$ cat src/hmq_pkg.sv
// ----------------------------------------------------------------------------
// hmq_pkg: shared types and constants of the binary max-heap queue
// Holds the heap geometry, request and response payloads, result codes,
// sequencer states and the bundles that pass between the submodules.
// ----------------------------------------------------------------------------
package hmq_pkg;

  localparam int unsigned CAPACITY = 256;
  localparam int unsigned PRIO_W   = 16;
  localparam int unsigned TAG_W    = 16;
  localparam int unsigned IDX_W    = $clog2(CAPACITY);
  localparam int unsigned CNT_W    = IDX_W + 1;

  typedef enum logic [1:0] {
    MODE_ENQ  = 2'd0,
    MODE_DEQ  = 2'd1,
    MODE_PEEK = 2'd2,
    MODE_REM  = 2'd3
  } mode_e;

  typedef enum logic [1:0] {
    ST_OK        = 2'd0,
    ST_EMPTY     = 2'd1,
    ST_FULL      = 2'd2,
    ST_NOT_FOUND = 2'd3
  } status_e;

  typedef enum logic [3:0] {
    S_IDLE,
    S_TOP,
    S_LAST,
    S_SEARCH,
    S_UP_RD,
    S_UP_CMP,
    S_DN_RDL,
    S_DN_RDR,
    S_DN_PICK,
    S_DN_CMP,
    S_RESP
  } state_e;

  typedef struct packed {
    mode_e              mode;
    logic [PRIO_W-1:0]  priority_req;
    logic [TAG_W-1:0]   data_tag;
  } req_t;

  typedef struct packed {
    status_e            status;
    logic [TAG_W-1:0]   tag_out;
    logic [PRIO_W-1:0]  priority_out;
    logic [CNT_W-1:0]   entry_count;
  } rsp_t;

  typedef struct packed {
    logic [PRIO_W-1:0]  prio;
    logic [TAG_W-1:0]   tag;
  } entry_t;

  // Heap storage access from the sequencer
  typedef struct packed {
    logic               we;
    logic [IDX_W-1:0]   waddr;
    entry_t             wdata;
    logic [IDX_W-1:0]   raddr;
  } mem_req_t;

  // Results of the shared step unit
  typedef struct packed {
    logic               gt;
    logic [IDX_W-1:0]   parent;
    logic [IDX_W-1:0]   left;
    logic [IDX_W-1:0]   right;
    logic               left_ok;
    logic               right_ok;
  } step_t;

endpackage

$ cat src/hmq_step.sv
// ----------------------------------------------------------------------------
// hmq_step: shared compare and index unit
// Compares two priorities and derives parent and child slots of a position,
// with range checks of the children against the entry count.
// ----------------------------------------------------------------------------
module hmq_step (
  input  logic [hmq_pkg::IDX_W-1:0]  pos_i,
  input  logic [hmq_pkg::CNT_W-1:0]  count_i,
  input  logic [hmq_pkg::PRIO_W-1:0] a_i,
  input  logic [hmq_pkg::PRIO_W-1:0] b_i,
  output hmq_pkg::step_t             step_o
);

  localparam int unsigned IdxW = hmq_pkg::IDX_W;
  localparam int unsigned WideW = hmq_pkg::IDX_W + 2;

  logic [WideW-1:0] left_w;
  logic [WideW-1:0] right_w;
  logic [WideW-1:0] count_w;
  logic [IdxW-1:0]  pos_m1;

  assign left_w  = {1'b0, pos_i, 1'b1};
  assign right_w = left_w + WideW'(1);
  assign count_w = WideW'(count_i);
  assign pos_m1  = pos_i - IdxW'(1);

  assign step_o.gt       = a_i > b_i;
  assign step_o.parent   = pos_m1 >> 1;
  assign step_o.left     = left_w[IdxW-1:0];
  assign step_o.right    = right_w[IdxW-1:0];
  assign step_o.left_ok  = left_w < count_w;
  assign step_o.right_ok = right_w < count_w;

endmodule

$ cat src/hmq_ctrl.sv
// ----------------------------------------------------------------------------
// hmq_ctrl: heap operation sequencer
// Runs enqueue, dequeue, peek and remove as a walk over the heap memory,
// carrying the moving entry in a register and writing each slot once.
// ----------------------------------------------------------------------------
module hmq_ctrl (
  input  logic                clk_i,
  input  logic                rst_ni,
  input  logic                req_valid_i,
  output logic                req_ready_o,
  input  hmq_pkg::req_t       req_i,
  output logic                rsp_valid_o,
  input  logic                slot_free_i,
  output hmq_pkg::rsp_t       rsp_o,
  output hmq_pkg::mem_req_t   mem_o,
  input  hmq_pkg::entry_t     rdata_i
);

  localparam int unsigned IdxW = hmq_pkg::IDX_W;
  localparam int unsigned CntW = hmq_pkg::CNT_W;
  localparam logic [CntW-1:0] FullCnt = CntW'(hmq_pkg::CAPACITY);

  hmq_pkg::state_e  state_q, state_d;
  hmq_pkg::mode_e   op_q, op_d;
  hmq_pkg::status_e status_q, status_d;
  hmq_pkg::entry_t  x_q, x_d;
  hmq_pkg::entry_t  child_q, child_d;
  hmq_pkg::entry_t  res_q, res_d;
  logic [IdxW-1:0]  pos_q, pos_d;
  logic [IdxW-1:0]  pick_q, pick_d;
  logic [CntW-1:0]  count_q, count_d;
  logic [CntW-1:0]  scan_q, scan_d;
  logic             cmp_vld_q, cmp_vld_d;
  logic             moved_q, moved_d;

  logic [hmq_pkg::PRIO_W-1:0] cmp_a, cmp_b;
  hmq_pkg::step_t   step;
  logic             accept;
  logic             full, empty, hit, scan_done, rem_first;
  logic [CntW-1:0]  count_m1;

  hmq_step u_step (
    .pos_i   (pos_q),
    .count_i (count_q),
    .a_i     (cmp_a),
    .b_i     (cmp_b),
    .step_o  (step)
  );

  assign accept    = req_valid_i && (state_q == hmq_pkg::S_IDLE);
  assign full      = count_q == FullCnt;
  assign empty     = count_q == '0;
  assign count_m1  = count_q - CntW'(1);
  assign hit       = cmp_vld_q && (rdata_i.tag == x_q.tag);
  assign scan_done = scan_q == count_q;
  assign rem_first = (op_q == hmq_pkg::MODE_REM) && !moved_q;

  // Route operands to the shared comparator
  always_comb begin
    case (state_q)
      hmq_pkg::S_UP_CMP: begin
        cmp_a = x_q.prio;
        cmp_b = rdata_i.prio;
      end
      hmq_pkg::S_DN_PICK: begin
        cmp_a = child_q.prio;
        cmp_b = rdata_i.prio;
      end
      default: begin
        cmp_a = child_q.prio;
        cmp_b = x_q.prio;
      end
    endcase
  end

  // Next state
  always_comb begin
    state_d = state_q;
    case (state_q)
      hmq_pkg::S_IDLE: begin
        if (accept) begin
          case (req_i.mode)
            hmq_pkg::MODE_ENQ:  state_d = full ? hmq_pkg::S_RESP : hmq_pkg::S_UP_RD;
            hmq_pkg::MODE_REM:  state_d = empty ? hmq_pkg::S_RESP : hmq_pkg::S_SEARCH;
            default:            state_d = empty ? hmq_pkg::S_RESP : hmq_pkg::S_TOP;
          endcase
        end
      end
      hmq_pkg::S_TOP: begin
        if (op_q == hmq_pkg::MODE_PEEK || count_q == CntW'(1)) begin
          state_d = hmq_pkg::S_RESP;
        end else begin
          state_d = hmq_pkg::S_LAST;
        end
      end
      hmq_pkg::S_LAST: begin
        state_d = (op_q == hmq_pkg::MODE_DEQ) ? hmq_pkg::S_DN_RDL : hmq_pkg::S_UP_RD;
      end
      hmq_pkg::S_SEARCH: begin
        if (hit) begin
          state_d = scan_done ? hmq_pkg::S_RESP : hmq_pkg::S_LAST;
        end else if (scan_done) begin
          state_d = hmq_pkg::S_RESP;
        end
      end
      hmq_pkg::S_UP_RD: begin
        if (pos_q != '0) begin
          state_d = hmq_pkg::S_UP_CMP;
        end else begin
          state_d = rem_first ? hmq_pkg::S_DN_RDL : hmq_pkg::S_RESP;
        end
      end
      hmq_pkg::S_UP_CMP: begin
        if (step.gt) begin
          state_d = hmq_pkg::S_UP_RD;
        end else begin
          state_d = rem_first ? hmq_pkg::S_DN_RDL : hmq_pkg::S_RESP;
        end
      end
      hmq_pkg::S_DN_RDL: begin
        state_d = step.left_ok ? hmq_pkg::S_DN_RDR : hmq_pkg::S_RESP;
      end
      hmq_pkg::S_DN_RDR: begin
        state_d = step.right_ok ? hmq_pkg::S_DN_PICK : hmq_pkg::S_DN_CMP;
      end
      hmq_pkg::S_DN_PICK: begin
        state_d = hmq_pkg::S_DN_CMP;
      end
      hmq_pkg::S_DN_CMP: begin
        state_d = step.gt ? hmq_pkg::S_DN_RDL : hmq_pkg::S_RESP;
      end
      hmq_pkg::S_RESP: begin
        if (slot_free_i) begin
          state_d = hmq_pkg::S_IDLE;
        end
      end
      default: state_d = hmq_pkg::S_IDLE;
    endcase
  end

  // Datapath and memory control
  always_comb begin
    op_d      = op_q;
    status_d  = status_q;
    x_d       = x_q;
    child_d   = child_q;
    res_d     = res_q;
    pos_d     = pos_q;
    pick_d    = pick_q;
    count_d   = count_q;
    scan_d    = scan_q;
    cmp_vld_d = cmp_vld_q;
    moved_d   = moved_q;
    mem_o     = '0;

    case (state_q)
      hmq_pkg::S_IDLE: begin
        if (accept) begin
          op_d      = req_i.mode;
          x_d       = '{prio: req_i.priority_req, tag: req_i.data_tag};
          res_d     = '0;
          status_d  = hmq_pkg::ST_OK;
          moved_d   = 1'b0;
          scan_d    = '0;
          cmp_vld_d = 1'b0;
          pos_d     = '0;
          case (req_i.mode)
            hmq_pkg::MODE_ENQ: begin
              if (full) begin
                status_d = hmq_pkg::ST_FULL;
              end else begin
                pos_d   = count_q[IdxW-1:0];
                count_d = count_q + CntW'(1);
              end
            end
            default: begin
              if (empty) begin
                status_d = hmq_pkg::ST_EMPTY;
              end
            end
          endcase
        end
      end
      hmq_pkg::S_TOP: begin
        res_d = rdata_i;
        if (op_q == hmq_pkg::MODE_DEQ) begin
          count_d     = count_m1;
          mem_o.raddr = count_m1[IdxW-1:0];
        end
      end
      hmq_pkg::S_LAST: begin
        x_d     = rdata_i;
        moved_d = 1'b0;
      end
      hmq_pkg::S_SEARCH: begin
        if (hit) begin
          pos_d       = IdxW'(scan_q - CntW'(1));
          count_d     = count_m1;
          mem_o.raddr = count_m1[IdxW-1:0];
        end else if (scan_done) begin
          status_d = hmq_pkg::ST_NOT_FOUND;
        end else begin
          mem_o.raddr = scan_q[IdxW-1:0];
          scan_d      = scan_q + CntW'(1);
          cmp_vld_d   = 1'b1;
        end
      end
      hmq_pkg::S_UP_RD: begin
        if (pos_q != '0) begin
          mem_o.raddr = step.parent;
        end else if (!rem_first) begin
          mem_o.we    = 1'b1;
          mem_o.waddr = pos_q;
          mem_o.wdata = x_q;
        end
      end
      hmq_pkg::S_UP_CMP: begin
        mem_o.we    = 1'b1;
        mem_o.waddr = pos_q;
        if (step.gt) begin
          // pull the parent down into the hole and climb
          mem_o.wdata = rdata_i;
          pos_d       = step.parent;
          moved_d     = 1'b1;
        end else begin
          mem_o.we    = !rem_first;
          mem_o.wdata = x_q;
        end
      end
      hmq_pkg::S_DN_RDL: begin
        if (step.left_ok) begin
          mem_o.raddr = step.left;
        end else begin
          mem_o.we    = 1'b1;
          mem_o.waddr = pos_q;
          mem_o.wdata = x_q;
        end
      end
      hmq_pkg::S_DN_RDR: begin
        child_d     = rdata_i;
        pick_d      = step.left;
        mem_o.raddr = step.right;
      end
      hmq_pkg::S_DN_PICK: begin
        // right child wins unless left is strictly larger
        if (!step.gt) begin
          child_d = rdata_i;
          pick_d  = step.right;
        end
      end
      hmq_pkg::S_DN_CMP: begin
        mem_o.we    = 1'b1;
        mem_o.waddr = pos_q;
        if (step.gt) begin
          mem_o.wdata = child_q;
          pos_d       = pick_q;
        end else begin
          mem_o.wdata = x_q;
        end
      end
      default: ;
    endcase
  end

  always_ff @(posedge clk_i or negedge rst_ni) begin
    if (!rst_ni) begin
      state_q   <= hmq_pkg::S_IDLE;
      count_q   <= '0;
      cmp_vld_q <= 1'b0;
      moved_q   <= 1'b0;
    end else begin
      state_q   <= state_d;
      count_q   <= count_d;
      cmp_vld_q <= cmp_vld_d;
      moved_q   <= moved_d;
    end
  end

  always_ff @(posedge clk_i) begin
    op_q     <= op_d;
    status_q <= status_d;
    x_q      <= x_d;
    child_q  <= child_d;
    res_q    <= res_d;
    pos_q    <= pos_d;
    pick_q   <= pick_d;
    scan_q   <= scan_d;
  end

  assign req_ready_o = state_q == hmq_pkg::S_IDLE;
  assign rsp_valid_o = state_q == hmq_pkg::S_RESP;

  always_comb begin
    rsp_o.status       = status_q;
    rsp_o.tag_out      = res_q.tag;
    rsp_o.priority_out = res_q.prio;
    rsp_o.entry_count  = count_q;
  end

endmodule

$ cat config.mk
export PLATFORM = sky130hd
export DESIGN_NAME = hmq_ctrl
export DESIGN_NICKNAME = d
export VERILOG_FILES = /design/src/hmq_pkg.sv /design/src/hmq_step.sv /design/src/hmq_ctrl.sv
export SDC_FILE = /design/constraint.sdc
export NUM_CORES = 1
export LEC_CHECK = 0
export BUFFER_PORTS_ARGS = -buffer_cell sky130_fd_sc_hd__buf_2
export CAP_MARGIN = 20
export CELL_PAD_IN_SITES_DETAIL_PLACEMENT = 2
export CELL_PAD_IN_SITES_GLOBAL_PLACEMENT = 2
export CORE_MARGIN = 1.5
export CORE_UTILIZATION = 26
export CTS_CLUSTER_SIZE = 12
export DETAILED_ROUTE_END_ITERATION = 10
export GPL_TIMING_DRIVEN = 0
export PLACE_DENSITY_LB_ADDON = 0.1
export SLEW_MARGIN = 0
export SYNTH_ARGS = -nofsm -noshare
export SYNTH_HDL_FRONTEND = slang
export SYNTH_SLANG_ARGS = --single-unit
export TNS_END_PERCENT = 20
$ cat constraint.sdc
create_clock -name clk_i -period 16.27 [get_ports clk_i]
set_input_delay 0.8135 -clock clk_i [delete_from_list [all_inputs] [get_ports clk_i]]
set_output_delay 0.8135 -clock clk_i [all_outputs]
set_load 0.01 [all_outputs]
# Word level (Yosys, flattened, before mapping)
# Index checks and enable logic that the tools add are counted.
# classes
n_mul	0
magnitude_cmp	3
n_reduce_logical	28
n_div	0
muxes	71
eq_ne	31
n_addsub	6
shifts	0
n_bitwise	0
# op_table
cell	n
case mux 32 bit (2 select lines)	3
case mux 41 bit (4 select lines)	1
2-to-1 mux 32 bit	5
2-to-1 mux 41 bit	3
2-to-1 mux 8 bit	11
2-to-1 mux 9 bit	8
2-to-1 mux 4 bit	14
case mux 4 bit (11 select lines)	1
case mux 8 bit (5 select lines)	1
2-to-1 mux 16 bit	2
case mux 8 bit (4 select lines)	1
case mux 9 bit (3 select lines)	1
adder 9 x 1 -> 9 bit (second input constant)	2
!= test 2 bit (second input constant)	9
case mux 9 bit (2 select lines)	1
== test 16 bit	1
== test 4 x 3 -> 1 bit (second input constant)	4
> comparator 16 bit	1
case mux 8 bit (2 select lines)	1
subtractor 8 x 1 -> 8 bit (second input constant)	2
== test 4 bit (second input constant)	3
2-to-1 mux 2 bit	6
adder 9 x 1 -> 10 bit (second input constant)	1
< comparator 10 x 9 -> 1 bit	1
33 further kinds	56
# totals
elab_cells	154
mem_bits_ro	0
memories	0
ff_bits	140
latchBits	0
ram_bits	0

# Depth between registers and ports, before layout
# depth
depth_word	6
depth_mapped	17
mapped_depth_nobuf	13

# Cells and area by module
# A second synthesis with hierarchy kept.
# hier_totals
cells_unflattened	829
area_unflattened_um2	9059.9
# by_module_without_submodules
mod	n_inst	area_each_um2	cells_each
hmq_ctrl	1	7987.7	681
hmq_step	1	1072.3	148

# Worst setup path after synthesis
# OpenSTA, ideal clock, no wires.
# synth_timing
path_kind	reg-to-reg
from	reg state_q[3]
to	reg child_q[0] (netlist bit), enable pin
arrival_ps	6062
setup_slack_ps	9716
setup_ps	493
required_time_ps	15777
path_buffers	4
stages_incl_launch_ff	15
path_cell_list	dfrtp_1 > buf_2 > nand2b_1 > nor2_1 > nor2_1 > buf_2 > mux2i_1 > ha_1 > a21oi_1 > nand2_1 > a211o_1 > o31a_2 > buf_4 > buf_2 > o21ai_0
# synth_via
elab_chain_len	6
word_cells_on_any_way	10
classes_between	1 x order compare; 4 x eq/ne; 2 x mux; 3 x reduce/logical
# synth_lines
item	line	text
start: declaration	hmq_ctrl.sv:23	hmq_pkg::state_e state_q, state_d;
start signal: assignment	hmq_ctrl.sv:267	state_q <= hmq_pkg::S_IDLE;
start signal: assignment	hmq_ctrl.sv:272	state_q <= state_d;
== test 4 bit or == test 4 x 3 -> 1 bit (tied branches)	hmq_ctrl.sv:60, hmq_ctrl.sv:156	
OR reduction 2 bit (no source line)	-	
2-to-1 mux 16 bit	hmq_ctrl.sv:60	case (state_q)
> comparator 16 bit	hmq_step.sv:27	assign step_o.gt = a_i > b_i;
!= test 2 bit (no source line)	-	
AND reduction 2 bit (no source line) (*)	-	
end signal: assignment	hmq_ctrl.sv:283	child_q <= child_d;
end: declaration	hmq_ctrl.sv:27	hmq_pkg::entry_t child_q, child_d;
# Mark *: on every way between the ends. The rest lies on a longest branch, timed or not.
# A chain may end at the register's enable or synchronous reset.

==> reports/metrics.csv <==
stage,metric,value,unit
placement,portBuffers,163,
finish,diodes,0,
die,rows,67,
setup_path,criticalPathCategory,flip-flop to primary output,
sta,hold_viol_final,0,
detailed_routing,drtIter0Drc,436,
die,die_height,189,µm
setup_path,crit_path_start_kind,flip-flop,
yosys,synth_edf_count,125,
clocking,cts_tree,done,
clocking,clock-root-buffer,clkbuf_16,
yosys,syn_inst,887,
finish,fill_cells,3808,
yosys,ys_types,73,
grt,track_usage,20.3,%
yosys,syn_nets,998,
setup_path,crit_buf_inv,5,
setup_path,rr_startpoint,state_q[3],
job,cap_viol_max_count,0,
sta,setup_tns,0,ns
sta,slew_headroom,22.6,%
power_and_ir_drop,switching_share,44.7,%
grt,grt_pass1_wl,53700,µm
setup_path,r2r_cells,16,
placement,placed_cell_area,10500,µm²
die,core_area,33800,µm²
finish,finalNonFillerCells,1533,
sta,drv_slew,0,
finish,drive_gt1_share,24.6,%
yosys,synth_ff_type,edfxtp_1,
sta,min_period_over_period,40.5,%
grt,gr-total-overflow,0,
yosys,async_reset_ff_share,10.7,%
setup_path,cpMostUsedCell,nand2_1,
setup_path,critPathSlowestCell,clkbuf_1,
die,die-width,189,µm
grt,grt_max_degree,28,
setup_path,path_cells,buf_2 -> nand2b_1 -> nor2_1 -> clkbuf_1 -> clkbuf_1 -> nand2_1 -> nand2_1 -> ha_1 -> nand4_1 -> nor4_1 -> a21boi_1 -> o31a_2 -> buf_4 -> nand2_1 -> o22ai_1 -> buf_2,
die,num_io_pins,164,
power_and_ir_drop,intPower,1.13,mW
finish,final_design_area_no_fill,11000,µm²
power_and_ir_drop,pwr-share-seq,31.1,%
yosys,syn_area,9010,µm²
yosys,ys_seq_area_share,45.8,%
sta,worst_pin_slew,1.16,ns
die,die-area,35800,µm²
sta,rsz0062_at_grt,no,
clocking,cts_max_path_buffers,2,
power_and_ir_drop,finalPower,2.04,mW
worst_hold_path,hold_path.class,primary input to async pin,
power_and_ir_drop,power_leakage,4.66,nW
placement,dp_hpwl,26500,µm
power_and_ir_drop,max-vdd-ir-drop,0.0812,mV
yosys,yosys_register_bits,140,
setup_path,worstPathMaxFanout,10,
detailed_routing,wirelength,35700,µm
clocking,h-tree-depth,4,
sta,finalSetupViolCount,0,
yosys,synth.avg_cell_area,10.2,µm²
power_and_ir_drop,p_clk_share,19.4,%
finish,layout.nets,1183,
sta,period_minus_slack,6.60,ns
die,initial_core_util,26.7,%
power_and_ir_drop,comb_power_share,49.5,%
clocking,cts_hold_buf,0,
power_and_ir_drop,pwr_density_cell,185,nW/µm²
clocking,postCtsSetupBuffers,0,
clocking,clkSlewWorstSetupHoldPaths,0.07,ns
detailed_routing,postRouteAntennaNets,0,
sta,hold_slack,0.290,ns
setup_path,cp.required,15.46,ns
clocking,cts_resized,0,
setup_path,path_delay_family,simple AND/OR/NAND/NOR gates,
placement,globalplace.congestion,0.805,
placement,dpl.cell_count,1501,
setup_path,slowest_delay,0.70,ns
detailed_routing,vias,7812,
status,status,completed,
detailed_routing,first_pass_iters,6,
detailed_routing,route.detailed.drc,0,
sta,clock_skew,0.00995,ns
setup_path,crit_arrival,5.78,ns
setup_path,r2r_slack,10.46,ns
grt,grt_antenna_before_repair,0,
setup_path,r2r_end,child_q[15],
grt,first_global_vias,8334,
setup_path,end_kind,primary output,
detailed_routing,routedWlPerCell,23.3,µm
detailed_routing,vias_per_cell,5.10,
power_and_ir_drop,p_sw,0.912,mW
yosys,ys.warnings.count,0,
clocking,cts_buffers,17,
sta,fmaxAchievable,152,MHz
clocking,clock_latency,0.45,ns
finish,area_delta_synth_final,22.5,%
clocking,numClockSinks,140,
==> flip-flops by register name, summed over array words and instances (netlist names), 2 cells and up <==
name / cells
pos_q: 8
scan_q: 9
rsp_o: 32
x_q: 32
pick_q: 8
state_q: 4
status_q: 2
op_q: 2
child_q: 32
count_q: 9
==> cell type report <==
cell class / instances / area [µm²] / area share [%]
clock buffers: 21 / 460 / 4.17
plain buffers: 57 / 267 / 2.42
repair buffers: 166 / 876 / 7.94
clock inverters: 11 / 111 / 1.01
flip-flops and latches: 140 / 4130 / 37.4
multi-input cells: 662 / 4520 / 41.0
well taps: 448 / 561 / 5.08
inverters: 28 / 105 / 0.953
==> power by group through the flow <==
stage / Sequential [mW] / Combinational (mW) / Clock (mW)
3_3_place_gp: 0.649 / 0.983 / 0
2_1_floorplan: 0.641 / 0.598 / 0
5_1_grt: 0.649 / 1.11 / 0.419
3_5_place_dp: 0.640 / 1.02 / 0
6_report: 0.634 / 1.01 / 0.396
4_1_cts: 0.635 / 1.03 / 0.407
==> cell families after synthesis <==
group                    share of synthesized area [%]
adder cells (fa/ha/maj)                           5.69
flip-flops                                        45.8
buffers and inverters                             4.12
AO/OA/AOI/OAI                                     14.3
multiplexers                                      5.90
AND/OR/NAND/NOR                                   17.5
XOR/XNOR                                          6.71
==> metal layers <==
metal  vias up  share of wire, %  global-route usage (%)
li1       3637                 -                       -
met1      3960                48                    28.1
met2       187                47                    32.9
met3        28               3.8                    3.19
met4         0               1.3                    5.56
met5         -                 0                       0
==> per-stage QoR <==
stage / setup slack, ns / util [%]
finish: 9.67 / 32.7
global route: 9.36 / 32.7
CTS: 9.60 / 32.7
detailed placement: 10.12 / 31.0
global placement: 5.78 / 30.7
floorplan: 9.72 / -
==> layout by cell type (no fill, tap or decap), types with 30 or more instances in the layout <==
cell      instances
xnor2_1          34
clkbuf_1         39
a21oi_1          30
and3_1           40
xor2_1           35
edfxtp_1        125
ha_1             41
buf_2           175
nor2_1           51
nand2_1         131
mux2_2           33
==> worst max path at each step <==
| stage | cells past startpoint | from | slack (ns) | to |
|---|---|---|---|---|
| after floorplan | 14 | state_q[3] | 9.72 | child_q[0] |
| after global placement | 15 | state_q[3] | 5.78 | child_q[15] |
| after detailed placement | 16 | state_q[3] | 10.12 | mem_o[39] |
| after CTS | 16 | state_q[3] | 9.60 | mem_o[39] |
| after global routing | 16 | state_q[3] | 9.36 | mem_o[37] |
| final | 16 | state_q[3] | 9.67 | mem_o[37] |
==> synth_stat cells (5+ instances only) <==
cell type | instances | area share (%)
nand2_1 | 133 | 5.5
edfxtp_1 | 125 | 42
nor2_1 | 51 | 2.1
ha_1 | 41 | 5.7
and3_1 | 40 | 2.8
clkbuf_1 | 37 | 1.5
xor2_1 | 35 | 3.4
xnor2_1 | 34 | 3.3
mux2_2 | 33 | 4.1
a21oi_1 | 30 | 1.7
inv_1 | 27 | 1.1
o21ai_0 | 27 | 1.5
a22o_1 | 25 | 2.4
nand3_1 | 22 | 1.2
a22oi_1 | 21 | 1.7
nor3_1 | 19 | 1.1
mux2i_1 | 16 | 1.8
dfrtp_1 | 15 | 4.2
nand2b_1 | 15 | 1.0
buf_2 | 12 | 0.67
a211oi_1 | 9 | 0.75
nor2b_1 | 9 | 0.62
o22ai_1 | 9 | 0.62
nand4_1 | 8 | 0.56
nor4_1 | 7 | 0.49
a222oi_1 | 6 | 0.67
a221o_1 | 5 | 0.56
No activity file was read; power rests on OpenSTA's default activity.
